## src/hw/rtl/crrm_pkg.sv

```systemverilog
// shared constants, codes and types of the chained range remap block
package crrm_pkg;

    localparam int STAGE_COUNT       = 7;
    localparam int ENTRIES_PER_STAGE = 64;
    localparam int TABLE_DEPTH       = STAGE_COUNT * ENTRIES_PER_STAGE;
    localparam int DATA_W            = 32;
    localparam int STAGE_FIELD_W     = 3;
    localparam int ADDR_W      = (TABLE_DEPTH > 1) ? $clog2(TABLE_DEPTH) : 1;
    localparam int STAGE_IDX_W = (STAGE_COUNT > 1) ? $clog2(STAGE_COUNT) : 1;
    localparam int FILL_W      = $clog2(ENTRIES_PER_STAGE + 1);

    // item kinds
    localparam logic KIND_LOAD  = 1'b0;
    localparam logic KIND_XLATE = 1'b1;

    // result status codes
    localparam logic STATUS_OK   = 1'b0;
    localparam logic STATUS_DROP = 1'b1;

    // one table entry as stored in memory
    typedef struct packed {
        logic [DATA_W-1:0] source;
        logic [DATA_W-1:0] target;
        logic [DATA_W-1:0] span;
    } entry_t;

    localparam int ENTRY_W = $bits(entry_t);

    // table write request
    typedef struct packed {
        logic              en;
        logic [ADDR_W-1:0] addr;
        entry_t            data;
    } ram_wr_t;

    // finished item handed to the output stage
    typedef struct packed {
        logic              status;
        logic              translate;
        logic [DATA_W-1:0] location;
    } result_t;

endpackage

```

## src/hw/rtl/crrm_match.sv

```systemverilog
// shared range compare and offset unit, one table entry per cycle
module crrm_match (
    input  logic [crrm_pkg::DATA_W-1:0] value,
    input  crrm_pkg::entry_t            entry,
    output logic                        hit,
    output logic [crrm_pkg::DATA_W-1:0] mapped
);

    logic [crrm_pkg::DATA_W-1:0] offset;

    // distance from range start, range does not wrap past the top
    assign offset = value - entry.source;
    assign hit    = (value >= entry.source) && (offset < entry.span);
    assign mapped = entry.target + offset;

endmodule

```

## config.mk

```make
export PLATFORM = sky130hd
export DESIGN_NAME = crrm_match
export DESIGN_NICKNAME = d
export VERILOG_FILES = /design/src/hw/rtl/crrm_pkg.sv /design/src/hw/rtl/crrm_match.sv
export SDC_FILE = /design/constraint.sdc
export NUM_CORES = 1
export LEC_CHECK = 0
export BUFFER_PORTS_ARGS = -buffer_cell sky130_fd_sc_hd__buf_2
export CAP_MARGIN = 20
export CELL_PAD_IN_SITES_DETAIL_PLACEMENT = 2
export CELL_PAD_IN_SITES_GLOBAL_PLACEMENT = 2
export CORE_UTILIZATION = 29
export DETAILED_ROUTE_END_ITERATION = 8
export PLACE_DENSITY_LB_ADDON = 0.1
export SLEW_MARGIN = 20
export SYNTH_ARGS = -nofsm -noshare
export SYNTH_HDL_FRONTEND = slang
export SYNTH_SLANG_ARGS = --single-unit
```

## constraint.sdc

```tcl
create_clock -name vclk -period 11.7
set_input_delay 1.17 -clock vclk [all_inputs]
set_output_delay 1.17 -clock vclk [all_outputs]
set_load 0.02 [all_outputs]
```

# == Word level (Yosys, flattened, before mapping) ==
# Index checks and enable logic that the tools add are counted.
# classes
magnitude_cmp,2
n_reduce_logical,1
add_sub_neg,2
# op_table
op,n
32-bit adder,1
32-bit greater-or-equal comparator,1
32-bit less-than comparator,1
32-bit subtractor,1
1-bit logical AND,1
# totals
input_bits,128
register_bits,0
out_inout_bits,33
wordCells,5

# == Depth between registers and ports, before layout ==
# depth
ltp_word,3
mapped_depth,24
ltp_nobuf,23

# == Worst setup path after synthesis ==
# No wires, ideal clock.
# synth_path
path_type,in2out
startpoint,in value[0] (netlist bit)
endpoint,out mapped[31] (netlist bit)
required_ns,10.530
t_arrival_ns,5.373
n_path_buf,0
path_stages,22
slack_ns,5.157
path_cell_list,inv_1 ha_1 inv_1 fa_1 a21o_1 a21oi_2 nand2b_1 a21boi_1 o22a_1 a211o_1 xor2_1 ha_1 a21o_1 a21o_1 a21oi_2 nor2_1 a31oi_2 o211ai_2 a311o_1 a211oi_2 xnor2_1 xor2_1
# synth_between
elab_chain_cells,2
# synth_rtl
element,line_no,text
"start, declared",crrm_match.sv:3,"input logic [crrm_pkg::DATA_W-1:0] value,"
32-bit subtractor,crrm_match.sv:12,assign offset = value - entry.source;
32-bit adder,crrm_match.sv:14,assign mapped = entry.target + offset;
"end, declared",crrm_match.sv:6,output logic [crrm_pkg::DATA_W-1:0] mapped
# Every way passes these cells.

# == Worst setup path after layout ==
# Same ends and word-level chain as after synthesis.

==> flow_metrics.env <==
export IMPL_status="completed"
export IMPL_max_slew_margin=0.533
export IMPL_dr_pass1_iters=4
export IMPL_syn_num_nets=801
export IMPL_worst_path_max_fanout=7
export IMPL_finalSetupTns_ps=0
export IMPL_antenna_found_initial=0
export IMPL_endpoint_kind="primary output"
export IMPL_period_needed_ps=7330
export IMPL_clockBufferCount=0
export IMPL_powerDensity_mw_per_mm2=117
export IMPL_track_usage=0.203
export IMPL_vias=4795
export IMPL_syn_to_final_growth_pct=24.6
export IMPL_ys_seq_area_frac=0
export IMPL_drive_gt1_frac=0.238
export IMPL_start_util=0.302
export IMPL_synth_cell_types=54
export IMPL_syn_area_per_cell_um2=7.05
export IMPL_finalPower_mw=0.592
export IMPL_routedWlPerCell_um=16.4
export IMPL_cts_hold_buf=0
export IMPL_routed_via_density=5.29
export IMPL_dieArea_mm2=0.0145
export IMPL_cp_slowest_stage_delay_ps=420
export IMPL_routabilityCongestion=0.873
export IMPL_seq_cells=0
export IMPL_synth_cells=577
export IMPL_yosys_top_cells_count="94 x ha_1, 82 x inv_1, 61 x a21oi_1"
export IMPL_worst_slew_pin_slew_ps=691
export IMPL_drt_iter0_drc=158
export IMPL_use_met2=0.365
export IMPL_cpMaxStageDelayCell="a311o_1"
export IMPL_yosysWarnings=0
export IMPL_drt_total_wl_um=14900
export IMPL_die_w_um=120
export IMPL_maxCapViolCount=0
export IMPL_grt_max_degree=9
export IMPL_grt_busiest_layer="met2"
export IMPL_criticalPathCategory="in -> out"
export IMPL_final_setup_viol_count=0
export IMPL_start_kind="input pin"
export IMPL_fillers=1684
export IMPL_yosysMostFrequentCell="ha_1"
export IMPL_drv_slew=0
export IMPL_arrival_ps=6160
export IMPL_dpl_cell_count=907
export IMPL_required_ps=10530
export IMPL_hpwlAfterDp_um=13900
export IMPL_nets=957
export IMPL_use_met1=0.275
export IMPL_rows=42
export IMPL_ant_nets=0
export IMPL_io_buffer_count=161
export IMPL_grt_pass1_vias=5142
export IMPL_design_core_area_mm2=0.0135
export IMPL_grt_pass1_wl_um=24400
export IMPL_cts_repair_resized=0
export IMPL_period_share=0.627
export IMPL_pre_cts_ws_ps=4330
export IMPL_overflow=0
export IMPL_crit_path_cell_trace="buf_2 > inv_1 > ha_1 > inv_1 > fa_1 > a21o_1 > a21oi_2 > nand2b_1 > a21boi_1 > o22a_1 > a211o_1 > a31oi_1 > o21ai_0 > xnor2_1 > ha_1 > nand4_1 > nor2_1 > a31oi_2 > o211ai_2 > a311o_1 > a211oi_2 > xnor2_1 > xor2_1 > buf_2"
export IMPL_rsz0062_at_grt="false"
export IMPL_hp_class="in -> out"
export IMPL_yosys_area_top_type_share=0.289
export IMPL_seq_area_um2=0
export IMPL_remaining_drc_errors=0
export IMPL_synth_largest_area_cell="ha_1"
export IMPL_cts_setup_buffers=0
export IMPL_fmax_mhz=136
export IMPL_power_leakage_nw=2.84
export IMPL_netlist_top_cells_area="ha_1 29%, xnor2_1 8.4%, a21o_1 7.9%"
export IMPL_antenna_cells=0
export IMPL_use_met3=0.0165
export IMPL_vdd_drop_max_uv=51.2
export IMPL_final_cells=907
export IMPL_io_pins=161
export IMPL_setup_ws_ps=4370
export IMPL_die_h_um=120
export IMPL_syn_cell_area_mm2=0.00407
export IMPL_hold_violations=0
power by group:
part           internal [mW]  switching [mW]  total (mW)
clock network              0               0           0
registers                  0               0           0
logic                  0.236           0.356       0.592
layout make-up:
class	instances	area, µm²	area share
Timing Repair Buffer	161	806	0.159
Tap cell	176	220	0.0435
Multi-Input combinational cell	488	3730	0.737
Inverter	82	308	0.0607
metal layers:
| metal | share of wire | up-vias |
|---|---|---|
| li1 | - | 2389 |
| met1 | 0.47 | 2278 |
| met2 | 0.48 | 122 |
| met3 | 0.051 | 6 |
| met4 | 0.0061 | 0 |
| met5 | 0 | - |
worst max-delay path: cells and delay by family:
family          cells  cell delay [ps]
compound gates     11             2630
xor+xnor            3              670
fa+ha+maj           3              980
buf+inv             4              380
simple gates        3              330
layout by cell type (no fill, tap or decap), types with 2 or more instances in the layout:
cell / n
buf_2: 161
ha_1: 94
inv_1: 82
a21oi_1: 61
a21o_1: 43
xnor2_1: 39
nor2_1: 38
o21ai_0: 34
nand2_1: 23
xor2_1: 16
nor2b_1: 12
nand3_1: 11
nand4_1: 11
nor3_1: 9
a211oi_1: 9
a31oi_1: 9
o21bai_1: 7
o21a_1: 6
nand2b_1: 5
a211o_1: 4
o211ai_1: 4
a21oi_2: 3
and2_1: 3
and3_1: 3
a21boi_0: 3
or2_2: 3
o31ai_1: 3
a221o_1: 2
o311ai_0: 2
mux2i_1: 2
a221oi_1: 2
o2111ai_1: 2
or3_1: 2
a41oi_1: 2
fa_1: 2
kinds of logic (layout without fill, tap and decap cells):
logic type               count (synthesis)  count (layout)  share of synthesized area
AO/OA/AOI/OAI                          210             210                      0.344
adder cells (fa/ha/maj)                 96              96                      0.299
XOR/XNOR                                55              55                      0.118
buffers and inverters                   89             243                     0.0821
multiplexers                             2               2                    0.00492
AND/OR/NAND/NOR                        125             125                      0.151
per-stage QoR:
stage / hold WS [ps] / utilization / area, µm²
global placement: 2680 / 0.377 / 5070
detailed placement: 2680 / 0.377 / 5070
CTS: 2680 / 0.377 / 5070
floorplan: 2550 / - / 4070
finish: 2680 / 0.377 / 5070
global route: 2700 / 0.377 / 5070
final timing paths:
kind	startpoint	endpoint	slack [ps]	cells after the start
hold / removal	entry[32]	mapped[0]	2680	3
setup / recovery	value[0]	mapped[31]	4370	24
Note: power is estimated with default switching activity, not from simulation.
