`config.mk`:
```
export PLATFORM = sky130hd
export DESIGN_NAME = crrm_seq
export DESIGN_NICKNAME = d
export VERILOG_FILES = /design/src/hw/rtl/crrm_pkg.sv /design/src/hw/rtl/crrm_seq.sv
export SDC_FILE = /design/constraint.sdc
export NUM_CORES = 1
export LEC_CHECK = 0
export ABC_AREA = 1
export BUFFER_PORTS_ARGS = -buffer_cell sky130_fd_sc_hd__buf_2
export CORE_ASPECT_RATIO = 0.7
export CORE_UTILIZATION = 52
export CTS_BUF_LIST = sky130_fd_sc_hd__clkbuf_16
export CTS_CLUSTER_DIAMETER = 150
export CTS_CLUSTER_SIZE = 28
export DETAILED_ROUTE_END_ITERATION = 10
export PLACE_DENSITY = 0.93
export SETUP_SLACK_MARGIN = 0.15
export SYNTH_ARGS = -nofsm -noshare
export SYNTH_HDL_FRONTEND = slang
export SYNTH_SLANG_ARGS = --single-unit
```
`constraint.sdc`:
```
create_clock -name clk -period 14.8 [get_ports clk]
set_input_delay 3.7 -clock clk [delete_from_list [all_inputs] [get_ports clk]]
set_output_delay 3.7 -clock clk [all_outputs]
set_load 0.1 [all_outputs]
```
`src/hw/rtl/crrm_pkg.sv`:
```
// shared constants, codes and types of the chained range remap block
package crrm_pkg;

    localparam int STAGE_COUNT       = 7;
    localparam int ENTRIES_PER_STAGE = 64;
    localparam int TABLE_DEPTH       = STAGE_COUNT * ENTRIES_PER_STAGE;
    localparam int DATA_W            = 32;
    localparam int STAGE_FIELD_W     = 3;
    localparam int ADDR_W      = (TABLE_DEPTH > 1) ? $clog2(TABLE_DEPTH) : 1;
    localparam int STAGE_IDX_W = (STAGE_COUNT > 1) ? $clog2(STAGE_COUNT) : 1;
    localparam int FILL_W      = $clog2(ENTRIES_PER_STAGE + 1);

    // item kinds
    localparam logic KIND_LOAD  = 1'b0;
    localparam logic KIND_XLATE = 1'b1;

    // result status codes
    localparam logic STATUS_OK   = 1'b0;
    localparam logic STATUS_DROP = 1'b1;

    // one table entry as stored in memory
    typedef struct packed {
        logic [DATA_W-1:0] source;
        logic [DATA_W-1:0] target;
        logic [DATA_W-1:0] span;
    } entry_t;

    localparam int ENTRY_W = $bits(entry_t);

    // table write request
    typedef struct packed {
        logic              en;
        logic [ADDR_W-1:0] addr;
        entry_t            data;
    } ram_wr_t;

    // finished item handed to the output stage
    typedef struct packed {
        logic              status;
        logic              translate;
        logic [DATA_W-1:0] location;
    } result_t;

endpackage

```
`src/hw/rtl/crrm_seq.sv`:
```
// sequencer: table loads, stage walk over memory, fill counts
module crrm_seq (
    input  logic                               clk,
    input  logic                               rst_n,
    input  logic                               in_take,
    input  logic                               kind,
    input  logic [crrm_pkg::STAGE_FIELD_W-1:0] stage,
    input  logic [crrm_pkg::DATA_W-1:0]        entry_source,
    input  logic [crrm_pkg::DATA_W-1:0]        entry_target,
    input  logic [crrm_pkg::DATA_W-1:0]        entry_span,
    input  logic [crrm_pkg::DATA_W-1:0]        seed_value,
    output logic                               busy,
    output crrm_pkg::ram_wr_t                  ram_wr,
    output logic [crrm_pkg::ADDR_W-1:0]        ram_rd_addr,
    output logic [crrm_pkg::DATA_W-1:0]        match_value,
    input  logic                               match_hit,
    input  logic [crrm_pkg::DATA_W-1:0]        match_mapped,
    output logic                               res_valid,
    output crrm_pkg::result_t                  res,
    input  logic                               res_free
);

    localparam logic [2:0] S_IDLE = 3'd0;
    localparam logic [2:0] S_LOAD = 3'd1;
    localparam logic [2:0] S_WALK = 3'd2;
    localparam logic [2:0] S_CMP  = 3'd3;
    localparam logic [2:0] S_OUT  = 3'd4;

    logic [2:0]                          state_reg, state_next;
    logic [crrm_pkg::FILL_W-1:0]         fill_reg [crrm_pkg::STAGE_COUNT];
    logic [crrm_pkg::FILL_W-1:0]         fill_next [crrm_pkg::STAGE_COUNT];
    logic [crrm_pkg::STAGE_IDX_W-1:0]    walk_reg, walk_next;
    logic [crrm_pkg::ADDR_W-1:0]         base_reg, base_next;
    logic [crrm_pkg::ADDR_W-1:0]         rd_addr_reg, rd_addr_next;
    logic [crrm_pkg::FILL_W-1:0]         cnt_reg, cnt_next;

    logic                                kind_reg, kind_next;
    logic [crrm_pkg::STAGE_FIELD_W-1:0]  stage_reg, stage_next;
    crrm_pkg::entry_t                    ent_reg, ent_next;
    logic [crrm_pkg::DATA_W-1:0]         value_reg, value_next;
    logic                                status_reg, status_next;

    logic                                stage_ok;
    logic [crrm_pkg::STAGE_IDX_W-1:0]    load_idx;
    logic [crrm_pkg::STAGE_IDX_W-1:0]    fill_idx;
    logic [crrm_pkg::FILL_W-1:0]         fill_sel;
    logic [crrm_pkg::ADDR_W-1:0]         load_base;
    logic                                table_full;
    logic                                advance;
    logic                                last_stage;

    // load target stage and its fill count, one count read at a time
    assign stage_ok   = (32'(stage_reg) < crrm_pkg::STAGE_COUNT);
    assign load_idx   = stage_ok ? crrm_pkg::STAGE_IDX_W'(stage_reg) : '0;
    assign fill_idx   = (state_reg == S_LOAD) ? load_idx : walk_reg;
    assign fill_sel   = fill_reg[fill_idx];
    assign table_full = (fill_sel >= crrm_pkg::FILL_W'(crrm_pkg::ENTRIES_PER_STAGE));
    assign load_base  = crrm_pkg::ADDR_W'(load_idx)
                      * crrm_pkg::ADDR_W'(crrm_pkg::ENTRIES_PER_STAGE);
    assign last_stage = (walk_reg == crrm_pkg::STAGE_IDX_W'(crrm_pkg::STAGE_COUNT - 1));

    assign busy        = (state_reg != S_IDLE);
    assign ram_rd_addr = rd_addr_next;
    assign match_value = value_reg;

    assign res.status    = status_reg;
    assign res.translate = kind_reg;
    assign res.location  = value_reg;

    // next state and datapath control
    always_comb
    begin
        state_next   = state_reg;
        fill_next    = fill_reg;
        walk_next    = walk_reg;
        base_next    = base_reg;
        rd_addr_next = rd_addr_reg;
        cnt_next     = cnt_reg;
        kind_next    = kind_reg;
        stage_next   = stage_reg;
        ent_next     = ent_reg;
        value_next   = value_reg;
        status_next  = status_reg;
        ram_wr.en    = 1'b0;
        ram_wr.addr  = load_base + crrm_pkg::ADDR_W'(fill_sel);
        ram_wr.data  = ent_reg;
        res_valid    = 1'b0;
        advance      = 1'b0;

        unique case (state_reg)
            S_IDLE:
            begin
                if (in_take)
                begin
                    kind_next       = kind;
                    stage_next      = stage;
                    ent_next.source = entry_source;
                    ent_next.target = entry_target;
                    ent_next.span   = entry_span;
                    status_next     = crrm_pkg::STATUS_OK;
                    if (kind == crrm_pkg::KIND_XLATE)
                    begin
                        value_next = seed_value;
                        walk_next  = '0;
                        base_next  = '0;
                        state_next = S_WALK;
                    end
                    else
                    begin
                        state_next = S_LOAD;
                    end
                end
            end
            S_LOAD:
            begin
                value_next = '0;
                if (!stage_ok || table_full)
                begin
                    status_next = crrm_pkg::STATUS_DROP;
                end
                else
                begin
                    ram_wr.en           = 1'b1;
                    fill_next[fill_idx] = fill_sel + crrm_pkg::FILL_W'(1);
                end
                state_next = S_OUT;
            end
            S_WALK:
            begin
                if (fill_sel != '0)
                begin
                    rd_addr_next = base_reg;
                    cnt_next     = crrm_pkg::FILL_W'(1);
                    state_next   = S_CMP;
                end
                else
                begin
                    advance = 1'b1;
                end
            end
            S_CMP:
            begin
                // entry data for rd_addr_reg is on the memory output now
                if (match_hit)
                begin
                    value_next = match_mapped;
                    advance    = 1'b1;
                end
                else if (cnt_reg < fill_sel)
                begin
                    rd_addr_next = rd_addr_reg + crrm_pkg::ADDR_W'(1);
                    cnt_next     = cnt_reg + crrm_pkg::FILL_W'(1);
                end
                else
                begin
                    advance = 1'b1;
                end
            end
            S_OUT:
            begin
                res_valid = res_free;
                if (res_free)
                begin
                    state_next = S_IDLE;
                end
            end
            default:
            begin
                state_next = S_IDLE;
            end
        endcase

        // move on to the next stage or finish the walk
        if (advance)
        begin
            if (last_stage)
            begin
                state_next = S_OUT;
            end
            else
            begin
                walk_next  = walk_reg + crrm_pkg::STAGE_IDX_W'(1);
                base_next  = base_reg + crrm_pkg::ADDR_W'(crrm_pkg::ENTRIES_PER_STAGE);
                state_next = S_WALK;
            end
        end
    end

    // control registers
    always_ff @(posedge clk or negedge rst_n)
    begin
        if (!rst_n)
        begin
            state_reg   <= S_IDLE;
            walk_reg    <= '0;
            base_reg    <= '0;
            rd_addr_reg <= '0;
            cnt_reg     <= '0;
            for (int i = 0; i < crrm_pkg::STAGE_COUNT; i++)
            begin
                fill_reg[i] <= '0;
            end
        end
        else
        begin
            state_reg   <= state_next;
            walk_reg    <= walk_next;
            base_reg    <= base_next;
            rd_addr_reg <= rd_addr_next;
            cnt_reg     <= cnt_next;
            fill_reg    <= fill_next;
        end
    end

    // item payload registers
    always_ff @(posedge clk)
    begin
        kind_reg   <= kind_next;
        stage_reg  <= stage_next;
        ent_reg    <= ent_next;
        value_reg  <= value_next;
        status_reg <= status_next;
    end

endmodule

```
# Word-level counts from Yosys, hierarchy flattened
# Cells that the tools add are included.
word_totals:
  reg_bits: 213
  input_bits: 169
  out_inout_bits: 183
op_classes:
  addsub: 6
  magnitude_cmp: 5
  n_eq_ne: 16
  muxes: 47
  n_bitwise: 2
  reduce_logical: 15
op_table:
  columns: ["cell", "n"]
  rows:
  - ["$mux W32", 3]
  - ["$pmux W32 S3", 1]
  - ["$mux W9", 8]
  - ["$bwmux W49", 1]
  - ["$mux W7", 6]
  - ["$mux W3", 12]
  - ["$bmux W7 S3", 1]
  - ["$demux W7 S3", 1]
  - ["$pmux W9 S2", 1]
  - ["$pmux W3 S5", 1]
  - ["$add A7 B1 Y7 const B", 2]
  - ["$ne A2 B2 Y1 const B", 7]
  - ["$pmux W7 S2", 1]
  - ["$reduce_and A4 Y1", 3]
  - ["$add A9 B1 Y9 const B", 1]
  - ["$add A9 B7 Y9", 1]
  - ["$add A9 B7 Y9 const B", 1]
  - ["$ne A3 B3 Y1 const B", 3]
  - ["$mux W1", 8]
  - ["$ge A7 B7 Y1 const B", 1]
  - ["$lt A7 B7 Y1", 1]
  - ["$reduce_bool A7 Y1", 1]
  - ["$eq A3 B2 Y1 const B", 2]
  - ["$eq A3 B3 Y1 const B", 2]
  - ["18 further kinds", 22]

# Longest topological paths before layout
# Gate-level depths: netlist (run 1).
logic_depth:
  ltp_word: 13
  ltp_mapped: 25
  mapped_depth_nobuf: 23

# Least setup slack after synthesis (run 1)
# OpenSTA, ideal clock, no wires.
synth_path:
  path_kind: "input port to output port"
  from: "in res_free"
  to: "out res_valid"
  t_arrival_ps: 6545
  t_required_ps: 11100
  setup_slack_ps: 4555
  cell_stages: 2
  path_buffers: 0
  cell_sequence: "inv_1 nor4_1"
synth_between:
  elab_chain_cells: 1
synth_lines:
  columns: ["item", "line_no", "text"]
  rows:
  - ["start: declaration", "crrm_seq.sv:20", "input logic res_free"]
  - ["$mux W1", "crrm_seq.sv:90", "unique case (state_reg)"]
  - ["end: declaration", "crrm_seq.sv:18", "output logic res_valid,"]
# Every way passes these cells.

# Worst setup path after layout (run 1)
layout_path:
  from: "in match_hit"
  to: "out ram_rd_addr[1] (netlist bit)"
layout_between:
  elab_chain_cells: 2
layout_lines:
  columns: ["item", "line_no", "text"]
  rows:
  - ["start: declaration", "crrm_seq.sv:16", "input logic match_hit,"]
  - ["$mux W9", "crrm_seq.sv:144", "if (match_hit)"]
  - ["$pmux W9 S2", "crrm_seq.sv:90", null]
  - ["end: declaration", "crrm_seq.sv:14", "output logic [crrm_pkg::ADDR_W-1:0] ram_rd_addr,"]
# Every way passes these cells.

==> reports/metrics.yaml, run 1 <==
cts_resized: 0
synth_ff_type: "edfxtp_1"
syn_area_per_cell_um2: 11.1
totalWireLength_mm: 27.5
drtIter0Drc: 993
antenna_found_initial: 1
syn-num-nets: 1013
vias: 7648
worstMarginPinSlew_ps: 1100
cap_violations: 0
drc: 0
seq_area_frac_synth_pct: 65.0
clockBufferDepth: 3
status: "finished clean"
arrival_ps: 5130
largest_reg_flops: 96
grt_usage_pct: 29.7
preCtsSetupSlack_ps: 6000
synthesis.instances: 833
dp_hpwl_mm: 21.0
hold_class: "flop to flop"
finalSetupTns_ps: 0
worstHoldStart: "fill_reg[6]"
wire_per_inst_um: 19.8
cts_root_buf: "clkbuf_16"
setup.worst_path.class: "primary input to output port"
drt_first_pass_iters: 5
yosysWarnings: 0
port_buffers: 351
area_delta_synth_final_pct: 22.5
cts.sinks: 213
clk_latency_ps: 470
setup_viol: 0
die_x_um: 161
cts_hold_buffers: 0
gp_routability_congestion: 0.936
chipHeight_um: 113
crit_fanout: 13
finalCriticalPeriod_ps: 8830
rows: 40
post-cts-setup-buffers: 0
layout_common_cells: "buf_2 (351), nand2_1 (185), edfxtp_1 (133)"
ys_types: 37
slew_headroom_pct: 26.5
synth_edf_count: 133
overflow: 0
critPathRequiredTime_ps: 11100
avgViaCountPerCell: 5.50
cp-end-kind: "output port"
r2r_cells: 21
hold_depth: 2
nNetsFinal: 1334
mostFrequentLayoutCell: "buf_2"
fin_skew_ps: 22.1
final-max-slew-violation-count: 0
startpoint_type: "primary input"
grt_max_degree: 81
synth.cell_area_um2: 9220
postRouteAntennaNets: 0
ioPinCount: 352
cts_max_level: 1
register_area_um2: 6000
path_clk_slew_ps: 110
startpoint: "match_hit"
synthArstFlopShare_pct: 37.6
rsz0062_at_grt: "no"
design.core.area_um2: 17300
fillers: 1349
worst_slack_ps: 5970
start_util_pct: 53.4
grt_pass1_vias: 7032
rr_startpoint: "state_reg[2]"
multi_input_area_um2: 2590
synth-seq-cells: 213
cts_made_buffers: 11
hold_viol: 0
die_area_um2: 18300
grt_pass1_wl_mm: 40.9
final_layout_size_suffix_gt1_share_pct: 36.4
period_share_pct: 59.7
cts_tree: "yes"
clock.fmax_mhz: 113
==> routing by layer <==
layer  global-route usage (%)  vias up  share of wire, %  wire [µm]
met3                     6.40       28                11       2900
met5                        0        -                 0          0
met2                     45.4      473                46      12700
met4                     5.03        0               1.5        417
met1                     44.5     3699                42      11500
li1                         -     3448                 -          -
==> worst paths after layout <==
path / to / slack [ps]
max: ram_rd_addr[1] / 5970
min: fill_reg[6] / 470
max reg2reg: cnt_reg[6] / 10330
min reg2reg: fill_reg[6] / 470
max in group asynchronous: fill_reg[10] / 10650
min in group asynchronous: rd_addr_reg[8] / 3450
==> kinds of logic after synthesis <==
kind of cell	Yosys count	synth area share, %
simple gates	327	16.0
flops	213	65.0
compound gates	139	9.35
buf+inv	133	7.16
fa+ha+maj	11	1.49
xor+xnor	10	1.03
==> final cells by class <==
class	count	area share (%)
Antenna cell	1	0.0222
Timing Repair Buffer	355	15.8
Multi-Input combinational cell	487	22.9
Inverter	86	2.86
Clock buffer	11	2.44
Clock inverter	6	0.310
Tap cell	231	2.56
Sequential cell	213	53.1
==> critical path, stage by stage <==
cell and delay [ps]:
buf_2 110, inv_1 80, nand3_2 170, nand2_2 160, nand2_2 180, nor2_4 290
o21bai_1 120, buf_2 300
==> through the flow <==
stage / util (%) / hold WS [ps] / area, µm² / instances
floorplan: - / 429 / 9220 / 833
global placement: 63.6 / 445 / 11000 / 1372
detailed placement: 63.6 / 451 / 11000 / 1372
CTS: 65.4 / 474 / 11300 / 1389
global route: 65.4 / 488 / 11300 / 1389
finish: 65.4 / 475 / 11300 / 1390
==> synthesized netlist by cell type (2+ instances only) <==
library cell | n | area share (%)
a21oi_1 | 14 | 0.76
a22o_1 | 32 | 3.0
a31oi_1 | 2 | 0.14
a32oi_1 | 2 | 0.19
buf_4 | 37 | 3.0
buf_6 | 3 | 0.37
clkbuf_1 | 7 | 0.28
clkinv_1 | 2 | 0.081
dfrtp_1 | 80 | 22
edfxtp_1 | 133 | 43
ha_1 | 11 | 1.5
inv_1 | 68 | 2.8
inv_2 | 16 | 0.65
nand2_1 | 185 | 7.5
nand2_2 | 13 | 0.88
nand2_4 | 3 | 0.37
nand3_1 | 43 | 2.3
nand3_2 | 4 | 0.43
nand4_1 | 2 | 0.14
nand4_2 | 2 | 0.27
nor2_1 | 54 | 2.2
nor2_2 | 6 | 0.41
nor2_4 | 4 | 0.49
nor3_1 | 7 | 0.38
o211ai_1 | 2 | 0.16
o21ai_0 | 52 | 2.8
o21ai_1 | 16 | 0.87
o21bai_1 | 4 | 0.33
o22ai_1 | 13 | 0.88
xor2_1 | 9 | 0.85
Power of run 1 is not shown: default switching activity piles up to over one toggle a cycle in this logic, so the estimate is an artifact.
==> inputs of run 2 (changes only) <==
--- a/config.mk
+++ b/config.mk
@@ -5,15 +5,15 @@
 export SDC_FILE = /design/constraint.sdc
 export NUM_CORES = 1
 export LEC_CHECK = 0
-export ABC_AREA = 1
+export ABC_AREA = 0
 export BUFFER_PORTS_ARGS = -buffer_cell sky130_fd_sc_hd__buf_2
 export CORE_ASPECT_RATIO = 0.7
-export CORE_UTILIZATION = 52
+export CORE_UTILIZATION = 45
 export CTS_BUF_LIST = sky130_fd_sc_hd__clkbuf_16
 export CTS_CLUSTER_DIAMETER = 150
 export CTS_CLUSTER_SIZE = 28
 export DETAILED_ROUTE_END_ITERATION = 10
-export PLACE_DENSITY = 0.93
+export PLACE_DENSITY = 0.86
 export SETUP_SLACK_MARGIN = 0.15
 export SYNTH_ARGS = -nofsm -noshare
 export SYNTH_HDL_FRONTEND = slang
==> constraint.sdc (replaced) <==
create_clock -name clk -period 7.9 [get_ports clk]
set_input_delay 1.975 -clock clk [delete_from_list [all_inputs] [get_ports clk]]
set_output_delay 1.975 -clock clk [all_outputs]
set_load 0.1 [all_outputs]
==> reports/metrics.yaml, run 2 <==
status: "finished clean"
design.core.area_um2: 20100  # +16%
grt_pass1_wl_mm: 40.0  # -2.4%
avgViaCountPerCell: 5.43  # -1.3%
start_util_pct: 46.5  # -6.9 points
crit_chain: "nor3b_4, buf_4, mux2i_1, a221o_1, a21oi_1, a211o_1, ha_1, and4_1, nand2_1, o211ai_1, o31a_1, a221o_1, buf_2"
overflow: 0  # unchanged
yosys.area.top_type: "edfxtp_1"
cts_max_level: 1  # unchanged
setup.worst_path.class: "flop to output port"
largest_reg_flops: 96  # unchanged
grt_usage_pct: 24.8  # -4.9 points
ys_types: 67  # +81%
r2r_slack_ps: 3180  # -7150 ps
fin_skew_ps: 24.3  # +2.25 ps
finalCriticalPeriod_ps: 7350
synth-seq-cells: 213  # unchanged
drt_first_pass_iters: 5  # unchanged
dp_hpwl_mm: 20.8  # -0.76%
die_area_um2: 21300  # +17%
mostFrequentLayoutCell: "buf_2"
grt_pass1_vias: 6700  # -4.7%
path_clk_slew_ps: 120  # about the same
cts_tree: "yes"
syn-num-nets: 895  # -12%
slowest_delay_ps: 640  # +340 ps
cts_root_buf: "clkbuf_16"
worstHoldStart: "fill_reg[20]"
vias: 7090  # -7.3%
slowest_stage: "o211ai_1"
crit_fanout: 11  # -2
grt_max_degree: 81  # unchanged
wire_per_inst_um: 21.0  # +6.1%
netlist_top_cells_count: "edfxtp_1 (133), nand2_1 (111), dfrtp_1 (80)"
arrival_ps: 5380  # +250 ps
r2r_end: "cnt_reg[5]"
place_area_um2: 11200  # +2.2%
hold_class: "flop to flop"
yosysWarnings: 0  # unchanged
post-cts-setup-buffers: 0  # unchanged
final_layout_size_suffix_gt1_share_pct: 42.9  # +6.5 points
gp_routability_congestion: 0.929  # -0.78%
synth_top_cell_area_share_pct: 42.8  # -0.49 points
slew_headroom_pct: 27.0  # +0.55 points
ioPinCount: 352  # unchanged
final-max-slew-violation-count: 0  # unchanged
syn_area_per_cell_um2: 13.0  # +18%
hold_viol: 0  # unchanged
cp-end-kind: "output port"
synth_ff_type: "edfxtp_1"
postRouteAntennaNets: 0  # unchanged
fillers: 1672  # +24%
die_x_um: 174  # +8.0%
synth_edf_count: 133  # unchanged
setup_viol: 0  # unchanged
critPathRequiredTime_ps: 5930  # -5170 ps
clockBufferDepth: 3  # unchanged
rows: 43  # +7.5%
design_area_um2: 11600  # +2.3%
synthesis.instances: 715  # -14%
synth.cell_area_um2: 9330  # +1.2%
crit_family: "compound AO/OA/AOI/OAI gates"
cts_made_buffers: 11  # unchanged
port_buffers: 351  # unchanged
cpMostUsedCell: "a221o_1"
synthArstFlopShare_pct: 37.6  # unchanged
holdPathEnd: "fill_reg[20]"
chipHeight_um: 122  # +8.0%
worstMarginPinSlew_ps: 1090  # -8.27 ps
register_area_um2: 6000  # unchanged
nNetsFinal: 1207  # -9.5%
period_share_pct: 93.1
antenna_found_initial: 6  # +5
multi_input_area_um2: 2870  # +11%
seq_area_frac_synth_pct: 64.3  # -0.74 points
synth_area_leaders: "edfxtp_1 (43%), dfrtp_1 (21%), mux2_2 (5.4%)"
clock.fmax_mhz: 136
hold_depth: 1  # -1
final_cells: 1305  # -6.1%
rr_startpoint: "state_reg[2]"
place_inst: 1284  # -6.4%
r2r_cells: 13  # -38%
finalSetupTns_ps: 0  # unchanged
drtIter0Drc: 713  # -28%
cp_num_buf_inv: 2  # -1
layout_common_cells: "buf_2 (344), edfxtp_1 (133), nand2_1 (111)"
area_delta_synth_final_pct: 23.8
startpoint_type: "flop"
rsz0062_at_grt: "no"
totalWireLength_mm: 27.4  # -0.37%
drc: 0  # unchanged
utilization_pct: 57.6  # -7.9 points
clk_latency_ps: 480  # about the same
yosysMostFrequentCell: "edfxtp_1"
cap_violations: 0  # unchanged
cts.sinks: 213  # unchanged
-- run 2: cell types whose count changed after synthesis, sizes merged, moves of 8 or more --
cell / before / now
a22o: 32 / 0
mux2: 0 / 48
and2: 0 / 10
clkbuf: 7 / 15
mux2i: 0 / 19
xnor2: 0 / 11
nand2: 201 / 111
o21ai: 68 / 9
nor2: 65 / 23
o22ai: 13 / 2
inv: 84 / 23
xor2: 10 / 1
-- run 2: worst max path at each step --
stage,slack (ps),endpoint,from,depth (start not counted)
after global placement,1160,ram_rd_addr[1],state_reg[2],14
after CTS,400,ram_rd_addr[1],state_reg[2],13
after global routing,200,ram_rd_addr[1],state_reg[2],13
final,550,ram_rd_addr[1],state_reg[2],13
after detailed placement,950,ram_rd_addr[1],state_reg[2],13
after floorplan,960,ram_rd_addr[2],state_reg[0],14
-- run 2: cell families (layout without fill, tap and decap cells) --
family / count (synthesis) / count (layout) / synth area share, %
buffers and inverters: 85 / 401 / 5.18
other: 0 / 4 / 0
DFF: 213 / 213 / 64.3
muxes: 67 / 67 / 8.09
xor gates and xnor gates: 12 / 12 / 1.21
and+or+nand+nor: 231 / 231 / 11.8
adders and majority gates: 11 / 11 / 1.48
AOI/OAI and AO/OA: 96 / 96 / 7.99
-- run 2: repair_timing --
| item | 4_1_cts | 5_1_grt |
|---|---|---|
| hold buffers | 0 | 0 |
| hold endpoints to repair | 0 | 0 |
| endpoints found under the setup margin | 0 | 2 |
| resized for setup | 0 | 1 |
-- run 2: worst reg2reg max path, cell delays in order (launching register included) --
cell and delay [ps]:
dfrtp_1 490, nor3b_4 550, mux2i_1 260, buf_4 210, mux2_2 350, a221oi_1 290
a21o_1 250, ha_1 300, and4_1 260, a2111oi_2 390, buf_4 210, o211ai_1 300
or4_1 620, a21oi_1 160
-- run 2: metal layers --
| layer | vias up | GRT usage [%] | wire, µm |
|---|---|---|---|
| met5 | - | 0 | 11 |
| met3 | 48 | 5.76 | 2410 |
| met4 | 2 | 5.54 | 580 |
| met2 | 342 | 38.1 | 12600 |
| met1 | 3503 | 36.0 | 11900 |
| li1 | 3195 | - | - |
-- run 2: area by class of cell --
cell class / instances / share of cell area, %
antenna: 4 / 0.0867
sequential: 213 / 51.9
timing repair buffer: 361 / 16.8
inverter: 23 / 0.769
clock buffer: 11 / 2.38
multi-input combinational: 417 / 24.9
tap: 270 / 2.92
clock inverter: 6 / 0.303
-- run 2: metrics by stage --
stage	hold WS, ps	setup slack (ps)
final	477	548
after global routing	496	201
after CTS	475	400
after detailed placement	447	955
after global placement	452	1160
after floorplan	427	957
Power of run 2 is left out for the same reason.
